<file path="src/hdl/ffat_pkg.sv">
package ffat_pkg;

  localparam int NUM_ROWS   = 4;
  localparam int ROW_DEPTH  = 1024;
  localparam int TABLE_SIZE = 1024;
  localparam int ROW_W      = $clog2(ROW_DEPTH);
  localparam int BKT_W      = $clog2(TABLE_SIZE);
  localparam int CNT_W      = 16;

  localparam logic OP_INSERT = 1'b0;
  localparam logic OP_QUERY  = 1'b1;

  typedef struct packed {
    logic               op;
    logic [9:0]         row_index_0;
    logic [9:0]         row_index_1;
    logic [9:0]         row_index_2;
    logic [9:0]         row_index_3;
    logic [9:0]         bucket_index;
    logic signed [31:0] value;
  } ffat_in_t;

  typedef struct packed {
    logic signed [31:0] average;
    logic               found;
  } ffat_out_t;

  typedef struct packed {
    logic                               is_query;
    logic [NUM_ROWS-1:0][ROW_W-1:0]     row_addr;
    logic [BKT_W-1:0]                   home;
    logic signed [31:0]                 value;
  } ffat_cmd_t;

  function automatic logic [CNT_W-1:0] sat_inc16(input logic [CNT_W-1:0] x);
    sat_inc16 = (x == {CNT_W{1'b1}}) ? x : x + CNT_W'(1);
  endfunction

endpackage

</file>
<file path="src/hdl/ffat_queue.sv">
module ffat_queue import ffat_pkg::*; (
  input  logic      clk,
  input  logic      rst,
  input  logic      push,
  input  ffat_cmd_t push_data,
  output logic      full,
  input  logic      pop,
  output ffat_cmd_t pop_data,
  output logic      empty
);

  ffat_cmd_t  slots [2];
  logic       wr_ptr;
  logic       rd_ptr;
  logic [1:0] count;

  assign full     = count == 2'd2;
  assign empty    = count == 2'd0;
  assign pop_data = slots[rd_ptr];

  always_ff @(posedge clk) begin
    if (rst) begin
      wr_ptr <= 1'b0;
      rd_ptr <= 1'b0;
      count  <= '0;
    end else begin
      if (push) wr_ptr <= !wr_ptr;
      if (pop) rd_ptr <= !rd_ptr;
      count <= count + 2'(push) - 2'(pop);
    end
  end

  always_ff @(posedge clk) begin
    if (push) slots[wr_ptr] <= push_data;
  end

endmodule

</file>
<file path="config.mk">
export PLATFORM = sky130hd
export DESIGN_NAME = ffat_queue
export DESIGN_NICKNAME = d
export VERILOG_FILES = /design/src/hdl/ffat_pkg.sv /design/src/hdl/ffat_queue.sv
export SDC_FILE = /design/constraint.sdc
export NUM_CORES = 1
export LEC_CHECK = 0
export BUFFER_PORTS_ARGS = -buffer_cell sky130_fd_sc_hd__buf_2
export CORE_ASPECT_RATIO = 2
export CORE_MARGIN = 2
export CORE_UTILIZATION = 35
export CTS_CLUSTER_SIZE = 24
export DETAILED_ROUTE_END_ITERATION = 7
export HOLD_SLACK_MARGIN = 0.06
export SLEW_MARGIN = 0
export SYNTH_ARGS = -nofsm -noshare
export SYNTH_HDL_FRONTEND = slang
export SYNTH_SLANG_ARGS = --single-unit
</file>
<file path="constraint.sdc">
create_clock -name clk -period 5.8 [get_ports clk]
set_input_delay 0.58 -clock clk [delete_from_list [all_inputs] [get_ports clk]]
set_output_delay 0.58 -clock clk [all_outputs]
set_load 0.05 [all_outputs]
</file>
## Yosys cells after proc, flatten, opt, wreduce, memory -nomap -nowiden

Memory sizes are Yosys's and may differ from the RTL's. A register that Yosys moved wholly into a read port is not among the register bits.
Cells that the tools add are included.

- RAM bits: 166
- Output and inout bits: 85
- Bits of input ports: 87
- Register bits after elaboration: 4
- Logic and storage cells: 14
- Memories: 1

Memory list:

| name | words | width | read ports | clocked after memory_dff | write ports | RTL line | source |
|---|---|---|---|---|---|---|---|
| slots | 2 | 83 | 1 | 1 | 1 | ffat_queue.sv:12 | `ffat_cmd_t slots [2];` |

- Equal/unequal tests: 1
- $add $sub $neg: 2
- Muxes and demuxes: 4
- Reduce and logical (&&, ||, !) cells: 3

Operators with widths:

| operator | number |
|---|---|
| $mux 1 | 4 |
| $add 2x1->2 | 1 |
| $eq 2x2->1 const B | 1 |
| $logic_not 1->1 | 2 |
| $logic_not 2->1 | 1 |
| $sub 2x1->2 | 1 |

## Logic depth before layout (Yosys ltp)

Gate-level depths: netlist of run 1.

- Depth in word-level cells: 3
- Mapped depth: 6

## Worst setup path after synthesis of run 1

Ideal clock, no wire load.

- Path type: input -> register
- Start: input port push
- End: memory slots[0][0] (netlist name), enable pin
- Data required time: 5.265 ns
- Cell stages on the path: 1
- Data arrival time: 4.206 ns
- Buffers on the path: 0
- Setup slack: 1.059 ns
- Cell sequence: nor2b_1

- Word-level cells in the longest chain between the ends: 2

Ends and longest elaborated chain:

| element | RTL line | source |
|---|---|---|
| from (decl) | ffat_queue.sv:4 | `input logic push,` |
| $mux 1 | ffat_queue.sv:34 | `if (push) slots[wr_ptr] <= push_data;` |
| $mux 1 (not written as such) | ffat_queue.sv:34 |  |
| to (decl) | ffat_queue.sv:12 |  |

No other way between the ends.

==> run metrics, run 1 <==
Highest Clock Rate=about 0.31 GHz; RR Endpoint=slots[0][20]; Final nets=552; max-cap violation count=0; dominant cells by area after synthesis=edfxtp_1 (76%), mux2_4 (16%), mux2_2 (2.2%); hold violation count in the final report=0; Tot Pwr=~3200 µW; CTS Hold Bufs=0; period utilization=a little under three fifths; gr ovfl total=0; layout cells sized above 1=60.71%; post-synth net total=368; final critical-path required period=3.273 ns; CTS clock-pin slew for the worst setup and hold paths=roughly 0.06 ns; setup bufs post-CTS=0; DIE HEIGHT=around 200 µm; Cells after Synth=roughly 280; antenna violations before repair=3; CP arrival=between 2 and 3 ns; Placed Area=around 7600 µm²; GPL Wtd Cong=0.7207; worst r2r src=wr_ptr; DR vias/cell=approximately 4.6; die area=between 15,000 and 20,000 µm²; crit end category=output pin; crit start category=register; vias in the first global route=roughly 3,500; Core Region=about 18,000 µm²; worst slack, placed=between 2 and 3 ns; Total Routing Usage GR=12.95%; flop-to-flop setup slack=roughly 3.6 ns; skew final=0.009671 ns; Synth cell types=14; DR DRC count=0; worst reg2reg path depth=2; Synth Cell Area=around 6600 µm²; Final Setup Violations=0; crit path max-delay cell type=dfxtp_4; Initial Util=a little over a third; synthesis-to-layout area growth=24.89%; total number of H-tree levels=4; global-route wire length before repair=~19,000 µm; worst min-delay path class=input port to register; largest net degree at the start of global routing=84; Leakage=0.003221 µW; Post-synth EDFFs=166; Die W=100.8 µm; Primary FF master, synth=edfxtp_1; Ys Warns=0; CTS Sinks=approximately 170; CP peak stage delay=between 0.9 and 1 ns; Routed WL=about 13,000 µm; Critical Path End=pop_data[3]; top cell type by total area after synthesis=edfxtp_1; HPWL Detailed=8345 µm; design area=~8200 µm²; share of flip-flops with an asynchronous set or reset=0%; worst skew pair latency=about 0.42 ns; CP Cell Sequence=buf_4 -> mux2_2 -> buf_2; maximum clock path buffer count=2; #FFs+latches synth=about 170; Hold WS=0.3428 ns; outcome=finished clean; port buffer count=171; setup slack after layout=2.527 ns; DR vias=about 3,200; pwr dens=391.3 nW/µm²; VDD IR max=about 0.23 mV; First DRT Iteration DRCs=between 100 and 150; CP top delay family=flip-flops; number of cell rows=70; root buf cell=clkbuf_16; most common library cells after synthesis=edfxtp_1 (166), mux2_4 (70), mux2_2 (13); Worst Path Max Fanout=52; RSZ-0062 raised after global routing=no; critical path buffer and inverter count=2; setup tns final=0 ns; Final Max Tran Viols=0; top-count cell post-synth=edfxtp_1; WP data required=between 5 and 6 ns; Yosys top cell area share=about three quarters; stages on the worst setup path=3; I/O Pins=about 170; actual slew at the worst max-slew pin=approximately 1.1 ns; post-cts resize count=0; DR pass1 iterations=4; CP Class=register to output pin; CTS tree=built; routed len/inst=18.13 µm; Slew headroom=a little under a quarter; syn_area_per_cell=23.49 µm²; TritonCTS Buffers=17; Post-DRT Antenna Nets=0; post-synthesis sequential area ratio=77.57%
## flip-flops by register name, summed over array words and instances (netlist names), named ones only
register  count
slots       166
count         2
rd_ptr        1
wr_ptr        1
## final cells by class
| cell class | count | area [µm²] |
|---|---|---|
| diodes | 2 | 5.005 |
| clock buffers | 21 | 450.4 |
| clock inverters | 11 | 170.2 |
| fillers | 1588 | 10120 |
| inverters | 2 | 7.507 |
| multi-input cells | 97 | 1316 |
| flip-flops and latches | 171 | 5089 |
| well taps | 216 | 270.3 |
| repair buffers | 174 | 878.3 |
## layer usage
layer,global-route usage (%),routed length (µm),vias up
li1,-,-,1471
met1,12.43,4222,1578
met3,3.928,597,18
met4,6.291,269,2
met5,0,11,-
met2,24.25,7482,96
## metrics by stage
step | utilization, % | cells
6_report | 44.72 | 694
5_1_grt | 44.71 | 693
4_1_cts | 44.70 | 692
3_5_place_dp | 41.31 | 660
3_3_place_gp | 41.31 | 660
2_1_floorplan | - | 279
## where the power goes
group	switching (µW)	internal (µW)	leakage, µW
Sequential	39.1	1440	0.00160
Clock	454	732	0.000293
Combinational	359	176	0.00133
Total	852	2350	0.00322
## cell usage in the layout (no fill, tap or decap), drive strengths merged, types with 3 or more instances in the layout
cell and count:
buf 174, bufinv 4, clkbuf 21, clkinv 4, clkinvlp 3, dfxtp 5, edfxtp 166, mux2 83
nor2 5, nor2b 3
## worst min path at each step
stage | start | to | cells past startpoint
after global routing | push_data[0] | slots[0][0] | 1
after CTS | push_data[4] | slots[0][4] | 1
final | push_data[4] | slots[0][4] | 1
after floorplan | rd_ptr | register | 2
after detailed placement | rd_ptr | rd_ptr | 2
after global placement | rd_ptr | rd_ptr | 2
## logic make-up (layout without fill, tap and decap cells)
kind of cell | after synthesis | in the layout | share of synthesized area [%]
other | 0 | 2 | 0
xor gates and xnor gates | 3 | 3 | 0.6108
muxes | 83 | 83 | 18.27
adders and majority gates | 2 | 2 | 0.3817
DFF | 171 | 171 | 77.57
buffers and inverters | 11 | 208 | 2.500
and+or+nand+nor | 9 | 9 | 0.6682
No activity file was read; power rests on OpenSTA's default activity.
==> inputs of run 2 (changes only) <==
--- a/config.mk
+++ b/config.mk
@@ -5,6 +5,7 @@
 export SDC_FILE = /design/constraint.sdc
 export NUM_CORES = 1
 export LEC_CHECK = 0
+export ABC_AREA = 1
 export BUFFER_PORTS_ARGS = -buffer_cell sky130_fd_sc_hd__buf_2
 export CORE_ASPECT_RATIO = 2
 export CORE_MARGIN = 2
==> constraint.sdc (replaced) <==
create_clock -name clk -period 3 [get_ports clk]
set_input_delay 0.3 -clock clk [delete_from_list [all_inputs] [get_ports clk]]
set_output_delay 0.3 -clock clk [all_outputs]
set_load 0.05 [all_outputs]
==> run metrics, run 2 <==
Post-synth EDFFs=166; HP Start=push_data[5]; setup bufs post-CTS=0; crit end category=output pin; RSZ-0062 raised after global routing=no; CTS clock-pin slew for the worst setup and hold paths=around 0.07 ns; I/O Pins=roughly 170; Initial Util=between 30% and 40%; CP Cell Sequence=buf_4 -> mux2_4 -> buf_2; critical path buffer and inverter count=2; HPWL Detailed=9049 µm; root buf cell=clkbuf_16; period utilization=roughly 74%; CTS Sinks=roughly 170; biggest regs=slots: 166 flops, count: 2 flops; skew final=approximately 0.0079 ns; vias in the first global route=just under 4,000; crit path max-delay cell type=buf_4; Die W=100.8 µm; CP arrival=around 1.9 ns; antenna violations before repair=0; dominant cells by area after synthesis=edfxtp_1 (76%), mux2_4 (16%), mux2_2 (2.2%); synthesis-to-layout area growth=36.66%; Worst Path Max Fanout=35; DR pass1 iterations=4; Core Region=around 18,000 µm²; Final Max Tran Viols=0; Hold WS=about 0.081 ns; CP top delay family=buffers and inverters; First DRT Iteration DRCs=about 130; die area=between 15,000 and 20,000 µm²; DIE HEIGHT=between 150 and 200 µm; most common library cells after synthesis=edfxtp_1 (166), mux2_4 (70), mux2_2 (13); setup slack after layout=around 0.79 ns; final critical-path required period=~2.2 ns; VDD IR max=0.3765 mV; max-cap violation count=0; share of flip-flops with an asynchronous set or reset=0%; Post-DRT Antenna Nets=0; worst skew pair latency=0.42 ns; setup tns final=0 ns; Yosys top cell area share=about 76%; routed len/inst=between 15 and 20 µm; gr ovfl total=0; Slew headroom=51.85%; fillers=1,539; DR vias=between 3,000 and 4,000; crit start category=register; worst slack, placed=about 1.2 ns; commonest non-fill, non-tap cells in the layout=buf_2 (171), edfxtp_1 (166), dlygate4sd3_1 (80), mux2_4 (70), clkbuf_16 (17); top-count cell post-synth=edfxtp_1; global-route wire length before repair=19,580 µm; port buffer count=between 150 and 200; post-synth net total=378; CTS tree=built; Routed WL=around 13,000 µm; Reg with most FFs=slots; Synth cell types=15; total number of H-tree levels=4; worst min-delay path class=input port to register; Ys Warns=0; Final nets=roughly 650; Synth Cell Area=approximately 6600 µm²; layout cells sized above 1=around 51%; number of cell rows=70; hold violation count in the final report=0; syn_area_per_cell=between 20 and 25 µm²; maximum clock path buffer count=2; TritonCTS Buffers=17; actual slew at the worst max-slew pin=0.7223 ns; #FFs+latches synth=roughly 170; most common cell after layout, fill and taps aside=buf_2; DR vias/cell=around 4.5; worst r2r src=wr_ptr; Highest Clock Rate=around 0.45 GHz; Sequential Area=between 5000 and 6000 µm²; DR DRC count=0; outcome=finished clean; GPL Wtd Cong=between 0.7 and 0.8; diode count=0; Final Setup Violations=0; Total Routing Usage GR=13.49%; multi-input logic area=1299 µm²; CP peak stage delay=approximately 0.52 ns; Cells after Synth=between 200 and 300; CP Class=register to output pin; WP data required=2.70 ns; largest net degree at the start of global routing=54; pwr dens=~660 nW/µm²; Primary FF master, synth=edfxtp_1; Leakage=approximately 0.0036 µW; max reg flops=166; post-synthesis sequential area ratio=~77%; top cell type by total area after synthesis=edfxtp_1
## run 2: routing by layer
metal	global-route usage [%]	share of wire (%)	vias up
met1	12.27	34	1711
met4	8.524	3.9	0
met2	25.65	59	109
met5	0	0	-
met3	3.149	3.6	30
li1	-	-	1665
## run 2: area by class of cell
| type | instances | area share, % |
|---|---|---|
| Clock buffer | 18 | 4.785 |
| Clock inverter | 14 | 1.381 |
| Inverter | 8 | 0.3488 |
| Multi-Input combinational cell | 101 | 14.48 |
| Sequential cell | 171 | 56.74 |
| Tap cell | 216 | 3.013 |
| Timing Repair Buffer | 257 | 19.25 |
## run 2: kinds of logic after synthesis
family | after synthesis | share of synthesized area [%]
xor gates and xnor gates | 1 | 0.1335
muxes | 83 | 18.25
adders and majority gates | 2 | 0.3813
AOI/OAI and AO/OA | 1 | 0.07619
DFF | 171 | 77.48
buffers and inverters | 17 | 2.841
and+or+nand+nor | 14 | 0.8387
## run 2: power by group
part / total, µW / switching (µW) / internal (µW)
Clock: 2030 / 891 / 1140
Combinational: 1080 / 692 / 386
Sequential: 2800 / 36.7 / 2770
Total: 5920 / 1620 / 4300
## run 2: path summary, 6_finish.rpt
kind / depth (start not counted) / to / slack (ns)
setup reg to reg: 2 / slots[0][58] / 1.57
setup / recovery: 3 / pop_data[44] / 0.79
hold reg to reg: 2 / register / 0.52
hold / removal: 1 / slots[0][5] / 0.08
## run 2: timing repair
action                                 in CTS  in global routing
hold buffers                               79                  1
resized for setup                           0                  0
endpoints found under the hold margin     158                  2
## run 2: metrics by stage
| stage | total power, µW | cells | area (µm²) | utilization [%] |
|---|---|---|---|---|
| after floorplan | 3652 | 289 | 6565 | - |
| after global placement | 3838 | 673 | 7615 | 41.60 |
| after detailed placement | 3862 | 673 | 7615 | 41.60 |
| after CTS | 5999 | 784 | 8959 | 48.94 |
| after global routing | 6139 | 785 | 8969 | 49.00 |
| final | 5916 | 785 | 8969 | 49.00 |
