**src/hdl/ffat_pkg.sv**
```systemverilog
package ffat_pkg;

  localparam int NUM_ROWS   = 4;
  localparam int ROW_DEPTH  = 1024;
  localparam int TABLE_SIZE = 1024;
  localparam int ROW_W      = $clog2(ROW_DEPTH);
  localparam int BKT_W      = $clog2(TABLE_SIZE);
  localparam int CNT_W      = 16;

  localparam logic OP_INSERT = 1'b0;
  localparam logic OP_QUERY  = 1'b1;

  typedef struct packed {
    logic               op;
    logic [9:0]         row_index_0;
    logic [9:0]         row_index_1;
    logic [9:0]         row_index_2;
    logic [9:0]         row_index_3;
    logic [9:0]         bucket_index;
    logic signed [31:0] value;
  } ffat_in_t;

  typedef struct packed {
    logic signed [31:0] average;
    logic               found;
  } ffat_out_t;

  typedef struct packed {
    logic                               is_query;
    logic [NUM_ROWS-1:0][ROW_W-1:0]     row_addr;
    logic [BKT_W-1:0]                   home;
    logic signed [31:0]                 value;
  } ffat_cmd_t;

  function automatic logic [CNT_W-1:0] sat_inc16(input logic [CNT_W-1:0] x);
    sat_inc16 = (x == {CNT_W{1'b1}}) ? x : x + CNT_W'(1);
  endfunction

endpackage

```
**src/hdl/ffat_front.sv**
```systemverilog
module ffat_front import ffat_pkg::*; (
  input  logic      clk,
  input  logic      rst,
  input  logic      clearing,
  input  ffat_in_t  cmd,
  input  logic      cmd_valid,
  output logic      cmd_stall,
  output logic      push,
  output ffat_cmd_t push_data,
  input  logic      full
);

  logic      held;
  ffat_cmd_t slot;
  logic      take;

  assign push      = held && !full;
  assign push_data = slot;
  assign cmd_stall = clearing || (held && full);
  assign take      = cmd_valid && !cmd_stall;

  always_ff @(posedge clk) begin
    if (rst) begin
      held <= 1'b0;
    end else if (take) begin
      held <= 1'b1;
    end else if (push) begin
      held <= 1'b0;
    end
  end

  always_ff @(posedge clk) begin
    if (take) begin
      slot.is_query    <= cmd.op == OP_QUERY;
      slot.row_addr[0] <= cmd.row_index_0[ROW_W-1:0];
      slot.row_addr[1] <= cmd.row_index_1[ROW_W-1:0];
      slot.row_addr[2] <= cmd.row_index_2[ROW_W-1:0];
      slot.row_addr[3] <= cmd.row_index_3[ROW_W-1:0];
      slot.home        <= cmd.bucket_index[BKT_W-1:0];
      slot.value       <= cmd.value;
    end
  end

endmodule

```
**config.mk**
```make
export PLATFORM = sky130hd
export DESIGN_NAME = ffat_front
export DESIGN_NICKNAME = d
export VERILOG_FILES = /design/src/hdl/ffat_pkg.sv /design/src/hdl/ffat_front.sv
export SDC_FILE = /design/constraint.sdc
export NUM_CORES = 1
export LEC_CHECK = 0
export ABC_AREA = 1
export BUFFER_PORTS_ARGS = -buffer_cell sky130_fd_sc_hd__buf_2
export CAP_MARGIN = 25
export CORE_MARGIN = 5
export CORE_UTILIZATION = 30
export CTS_CLUSTER_SIZE = 10
export DETAILED_ROUTE_END_ITERATION = 6
export PLACE_DENSITY_LB_ADDON = 0.3
export SLEW_MARGIN = 20
export SYNTH_ARGS = -nofsm -noshare
export SYNTH_HDL_FRONTEND = slang
export SYNTH_SLANG_ARGS = --single-unit
export TNS_END_PERCENT = 5
```
**constraint.sdc**
```tcl
create_clock -name clk -period 13.4 [get_ports clk]
set_clock_uncertainty 0.2 [all_clocks]
set_input_delay 0.67 -clock clk [delete_from_list [all_inputs] [get_ports clk]]
set_output_delay 0.67 -clock clk [all_outputs]
set_load 0.1 [all_outputs]
```
# Yosys cells after proc, flatten, opt, wreduce, memory -nomap -nowiden
# Cells that the tools add are included.
# W data, S select, Z words.
[word_totals]
regBits = 84
input_bits = 88
out_inout_bits = 85
[classes]
n_mux = 2
reduce_logical = 7
[ops]
columns = ["op", "count"]
rows = [
  ["$logic_and A1 B1 Y1", 3],
  ["$logic_not A1 Y1", 2],
  ["$mux W1", 2],
  ["$reduce_bool A2 Y1", 1],
  ["$logic_or A1 B1 Y1", 1],
]

# Longest topological paths before layout
# Gate-level depths: netlist of the first run.
[logic_depth]
ltp_word = 5
mapped_depth = 4
depth_no_buf = 4

# Worst setup path after synthesis of the first run
# OpenSTA, ideal clock, no wires.
[synth_timing]
path_kind = "input port to flip-flop"
startpoint = "input full"
endpoint = "register slot (netlist bit push_data[0]), enable pin"
setup_time_ns = 0.525
t_arrival_ns = 4.675
required_ns = 12.675
path_slack_ns = 8.000
path_stages = 3
cell_sequence = "nand2_2 nand2_2 nor2_1"
[synth_between]
elab_chain_len = 4
[synth_lines]
columns = ["element", "line", "source"]
rows = [
  ["start, declared", "ffat_front.sv:10", "input logic full"],
  ["$logic_and A1 B1 Y1", "ffat_front.sv:19", "assign cmd_stall = clearing || (held && full);"],
  ["$logic_or A1 B1 Y1", "ffat_front.sv:19", ""],
  ["named net cmd_stall", "ffat_front.sv:7", "output logic cmd_stall,"],
  ["$logic_not A1 Y1", "ffat_front.sv:20", "assign take = cmd_valid && !cmd_stall;"],
  ["$logic_and A1 B1 Y1", "ffat_front.sv:20", ""],
  ["named net take", "ffat_front.sv:15", "logic take;"],
  ["end, declared", "ffat_front.sv:14", "ffat_cmd_t slot;"],
]
# The timed path passes the listed nets, and every way through them passes these cells.
# A chain may end at the register's enable or synchronous reset.

# Worst setup path in the final report of the first run
[layout_timing]
startpoint = "input full"
endpoint = "output cmd_stall"
[layout_between]
elab_chain_len = 2
[layout_lines]
columns = ["element", "line"]
rows = [
  ["$logic_and A1 B1 Y1", "ffat_front.sv:19"],
  ["$logic_or A1 B1 Y1", "ffat_front.sv:19"],
  ["end, declared", "ffat_front.sv:7"],
]
# No other way between the ends.

==> impl_metrics.env, run 1 <==
export IMPL_drt_iter0_markers=29
export IMPL_postCtsResizedCells=0
export IMPL_wl_per_cell_um=14.5
export IMPL_fin_crit_sh_pct=16.6
export IMPL_finalCriticalPeriod_ns=2.22
export IMPL_critPathCapture="cmd_stall"
export IMPL_grt_pass1_vias=1627
export IMPL_h_tree_depth=3
export IMPL_finalHoldViolCount=0
export IMPL_cts_setup_buffers=0
export IMPL_dr_total_vias=1550
export IMPL_yosys_area_top_type="edfxtp_1"
export IMPL_core_um2=8260
export IMPL_relSlewSlack_pct=66.3
export IMPL_tightest_slew_ns=0.509
export IMPL_drive_gt1_share_pct=67.0
export IMPL_setup_viol=0
export IMPL_fp_dieArea_um2=10500
export IMPL_grt_setup_unrepaired="false"
export IMPL_area_growth_syn_to_layout_pct=46.6
export IMPL_antenna_cells=0
export IMPL_clk_latency_ns=0.33
export IMPL_crit_arrival_ns=1.35
export IMPL_reg2reg_from="held$_SDFFE_PP0P_"
export IMPL_port_buffers=172
export IMPL_start_kind="input pin"
export IMPL_tns_ns=0
export IMPL_clkSinkCount=84
export IMPL_ant_nets=0
export IMPL_cp_required_ns=12.53
export IMPL_avgSynthCellArea_um2=27.0
export IMPL_fill_cells=770
export IMPL_die_w_um=102
export IMPL_end_kind="output pin"
export IMPL_grt_max_degree=84
export IMPL_netlist_instances=95
export IMPL_cap_violations=0
export IMPL_routed_via_density=3.97
export IMPL_grt_pass1_wl_um=8060
export IMPL_multi_input_area_um2=40.0
export IMPL_synthDistinctLibCells=7
export IMPL_cts_buffers=9
export IMPL_outcome="finished clean"
export IMPL_yosysTopAreaCellShare_pct=97.2
export IMPL_die_y_um=102
export IMPL_yosys_top_cells_area="edfxtp_1, dfxtp_1, inv_1"
export IMPL_crit_start="full"
export IMPL_place_congestion=0.708
export IMPL_yosysSeqAreaShare_pct=98.0
export IMPL_reg2reg_slack_ns=11.68
export IMPL_cts_root_buf="clkbuf_8"
export IMPL_criticalPathCategory="input pin to output pin"
export IMPL_antenna_found_initial=0
export IMPL_cts_tree="done"
export IMPL_fin_nets=368
export IMPL_fp_row_count=33
export IMPL_start_util_pct=31.0
export IMPL_route_detailed_drc=0
export IMPL_cts_hold_buf=0
export IMPL_fmax_mhz=449
export IMPL_vdd_drop_max_mv=0.0514
export IMPL_seq_area_um2=2510
export IMPL_power_leakage_nw=1.60
export IMPL_drt_total_wl_um=5660
export IMPL_clkSlewWorstSetupHoldPaths_ns=0.08
export IMPL_ys_ff_latch=84
export IMPL_io_pins=173
export IMPL_power_density_nw_per_um2=149
export IMPL_min_path_type="input pin to flop"
export IMPL_slew_viol_final=0
export IMPL_syn_num_nets=183
export IMPL_clk_path_buf_depth=2
export IMPL_utilization_pct=45.5
export IMPL_grt_remaining_overflow=0
export IMPL_syn_area_um2=2560
export IMPL_crit_fanout=2
export IMPL_r2r_cells=5
export IMPL_track_usage_pct=10.5
export IMPL_worstReg2RegEnd="push_data[35]$_DFFE_PP_"
export IMPL_finalHoldWorstSlack_ns=0.303
export IMPL_drt_pass1_iterations=4
export IMPL_yosys_warnings=0
[metal layers]
metal  part of all wire, %  vias to the layer above  global-route usage, %
met4                   1.5                        0                   5.45
met5                     0                        -                      0
met1                    37                      684                   11.7
met2                    43                      120                   15.7
met3                    18                        8                   6.48
li1                      -                      738                      -
[area by class of cell]
| cell class | count | share of cell area, % |
|---|---|---|
| Clock buffer | 11 | 3.50 |
| Timing Repair Buffer | 174 | 23.8 |
| Multi-Input combinational cell | 6 | 1.07 |
| Clock inverter | 5 | 0.766 |
| Sequential cell | 84 | 66.8 |
| Tap cell | 105 | 3.50 |
| Inverter | 5 | 0.499 |
[state kept, by name, indices dropped and copies added (netlist names)]
signal,flops
held,1
push_data,83
[cell families after synthesis]
group           Yosys count  share of synthesized area [%]
flops                    84                           98.0
simple gates              5                          0.927
buf+inv                   5                          0.732
compound gates            1                          0.342
[metrics by stage]
step	area (um2)	power, mW	setup WS (ns)	cells
2_1_floorplan	2560	0.395	8.00	95
3_3_place_gp	3570	0.417	11.01	373
3_5_place_dp	3570	0.418	10.97	373
4_1_cts	3730	0.568	11.17	389
5_1_grt	3760	0.584	11.14	390
6_report	3760	0.559	11.18	390
[synth_stat cells (all sizes together)]
library cell  count
dfxtp             1
edfxtp           83
inv               5
nand2             3
nor2              2
o21ai             1
[power breakdown]
| group | internal [mW] | total (mW) | switching (mW) |
|---|---|---|---|
| logic | 0.0170 | 0.107 | 0.0903 |
| clock network | 0.0662 | 0.148 | 0.0815 |
| registers | 0.302 | 0.304 | 0.00239 |
[critical path, stage by stage]
cell	delay, ns
buf_2	0.10
nand2_2	0.06
nand2_2	0.09
buf_2	0.43
[layout by cell type (no fill, tap or decap), drive strengths merged]
cell type / n
inv: 5
dfxtp: 1
edfxtp: 83
clkinvlp: 2
o21ai: 1
buf: 174
clkinv: 3
clkbuf: 11
nand2: 3
nor2: 2
[worst min path at each step]
stage	startpoint	end	slack, ns	depth (start not counted)
detailed placement	held$_SDFFE_PP0P_	held$_SDFFE_PP0P_	0.36	4
global route	cmd[6]	push_data[6]$_DFFE_PP_	0.27	1
global placement	held$_SDFFE_PP0P_	held$_SDFFE_PP0P_	0.35	4
CTS	cmd[1]	push_data[1]$_DFFE_PP_	0.28	1
finish	cmd[6]	push_data[6]$_DFFE_PP_	0.30	1
floorplan	held$_SDFFE_PP0P_	held$_SDFFE_PP0P_	0.32	4
Note: power is estimated with default switching activity, not from simulation.
==> run 2, diff against run 1 <==
Clock period 13.4 ns to 1.9 ns, I/O delays scaled along.
==> run 2 against run 1 <==
  * Final area is 24% higher
  * Final cell count is 22% higher
  * Flip-flop and latch count stayed put
  * Die area stayed put
  * Sequential share of layout area is 13 points lower
  * Via count is 22% higher
  * Critical endpoint is now push_data[73]$_DFFE_PP_
  * Non-clock buffer count is 85 higher
==> impl_metrics.env, run 2 (synthesis results as in run 1) <==
export IMPL_slowest_stage="buf_4"
export IMPL_drt_pass1_iterations=4
export IMPL_track_usage_pct=12.9
export IMPL_fp_row_count=33
export IMPL_port_buffers=172
export IMPL_setup_viol=0
export IMPL_fin_area_um2=4640
export IMPL_multi_input_area_um2=58.8
export IMPL_core_um2=8260
export IMPL_hpwl_um=4700
export IMPL_power_leakage_nw=1.97
export IMPL_cpPeakStageDelay_ns=0.38
export IMPL_cts_tree="done"
export IMPL_end_kind="flop"
export IMPL_outcome="finished clean"
export IMPL_largest_reg_flops=83
export IMPL_fp_dieArea_um2=10500
export IMPL_grt_setup_unrepaired="false"
export IMPL_drt_iter0_markers=42
export IMPL_layout_commonest_cell="buf_2"
export IMPL_crit_fanout=32
export IMPL_vdd_drop_max_mv=0.411
export IMPL_wl_per_cell_um=15.0
export IMPL_criticalPathCategory="flop to flop"
export IMPL_h_tree_depth=3
export IMPL_clk_path_buf_depth=2
export IMPL_route_detailed_drc=0
export IMPL_clk_latency_ns=0.34
export IMPL_grt_remaining_overflow=0
export IMPL_crit_chain="nand2_4, nand2_8, nor2_4, buf_4"
export IMPL_grt_max_degree=52
export IMPL_tightest_slew_ns=0.518
export IMPL_dr_total_vias=1890
export IMPL_layout_common_cells="buf_2, dlygate4sd3_1, edfxtp_1"
export IMPL_routed_via_density=3.98
export IMPL_drive_gt1_share_pct=52.7
export IMPL_cts_buffers=9
export IMPL_grt_pass1_wl_um=9870
export IMPL_slew_viol_final=0
export IMPL_fin_crit_sh_pct=82.9
export IMPL_finalCriticalPeriod_ns=1.58
export IMPL_ant_nets=0
export IMPL_finalHoldViolCount=0
export IMPL_place_area_um2=3610
export IMPL_place_congestion=0.678
export IMPL_min_path_type="input pin to flop"
export IMPL_finalNonFillerCells=475
export IMPL_grt_pass1_vias=1959
export IMPL_fmax_mhz=635
export IMPL_clkSinkCount=84
export IMPL_seq_area_um2=2510
export IMPL_fill_cells=676
export IMPL_drt_total_wl_um=7150
export IMPL_power_density_nw_per_um2=905
export IMPL_cp_top_family="buffers and inverters"
export IMPL_postCtsResizedCells=0
export IMPL_cts_setup_buffers=0
export IMPL_die_w_um=102
export IMPL_fin_nets=453
export IMPL_antenna_found_initial=0
export IMPL_cts_root_buf="clkbuf_8"
export IMPL_die_y_um=102
export IMPL_start_util_pct=31.0
export IMPL_start_kind="flop"
export IMPL_relSlewSlack_pct=65.7
export IMPL_io_pins=173
export IMPL_area_growth_syn_to_layout_pct=81.2
export IMPL_cp_required_ns=1.70
export IMPL_dp_cells=374
export IMPL_cap_violations=0
export IMPL_p_total_mw=4.20
export IMPL_crit_arrival_ns=1.37
export IMPL_antenna_cells=0
export IMPL_path_buf_inv=1
export IMPL_clkSlewWorstSetupHoldPaths_ns=0.09
==> run 2: metal layers <==
metal | track usage, % | share of wire, %
met5 | 0 | 0
met4 | 4.04 | 0.98
met3 | 6.28 | 12
met2 | 22.4 | 50
met1 | 13.9 | 38
==> run 2: area by class of cell <==
cell class,count,share of cell area [%]
clock buffer,9,2.67
inverter,5,0.404
sequential,84,54.1
multi-input combinational,6,1.27
timing repair buffer,259,37.4
tap,105,2.83
clock inverter,7,1.27
==> run 2: what timing repair did <==
| action | in CTS | in global routing |
|---|---|---|
| endpoints found under the hold margin | 84 | 0 |
| setup endpoints to repair | 0 | 0 |
| hold buffers | 85 | 0 |
==> run 2: power by group <==
| part | switching, mW | total, mW | internal, mW |
|---|---|---|---|
| clock | 0.657 | 1.15 | 0.495 |
| combinational | 0.668 | 0.902 | 0.234 |
| sequential | 0.0194 | 2.15 | 2.13 |
==> run 2: final timing paths <==
check	start	endpoint	slack, ns	depth (start not counted)
hold reg to reg	held$_SDFFE_PP0P_	push_data[39]$_DFFE_PP_	0.72	4
hold / removal	cmd_valid	push_data[39]$_DFFE_PP_	0.19	4
setup / recovery	held$_SDFFE_PP0P_	push_data[73]$_DFFE_PP_	0.32	4
setup reg to reg	held$_SDFFE_PP0P_	push_data[73]$_DFFE_PP_	0.32	4
==> run 2: tightest hold or removal path: stages <==
cell and delay [ns]:
buf_2 0.09, inv_1 0.11, nor2_4 0.05, buf_12 0.18
==> run 2: through the flow <==
stage	utilization, %	setup WS, ns	setup TNS [ns]	hold slack (ns)
CTS	56.2	0.300	0	0.178
global placement	43.7	0.363	0	0.0709
global route	56.2	0.258	0	0.193
floorplan	-	-0.559	-46.38	-0.00613
finish	56.2	0.324	0	0.187
detailed placement	43.7	0.324	0	0.0731
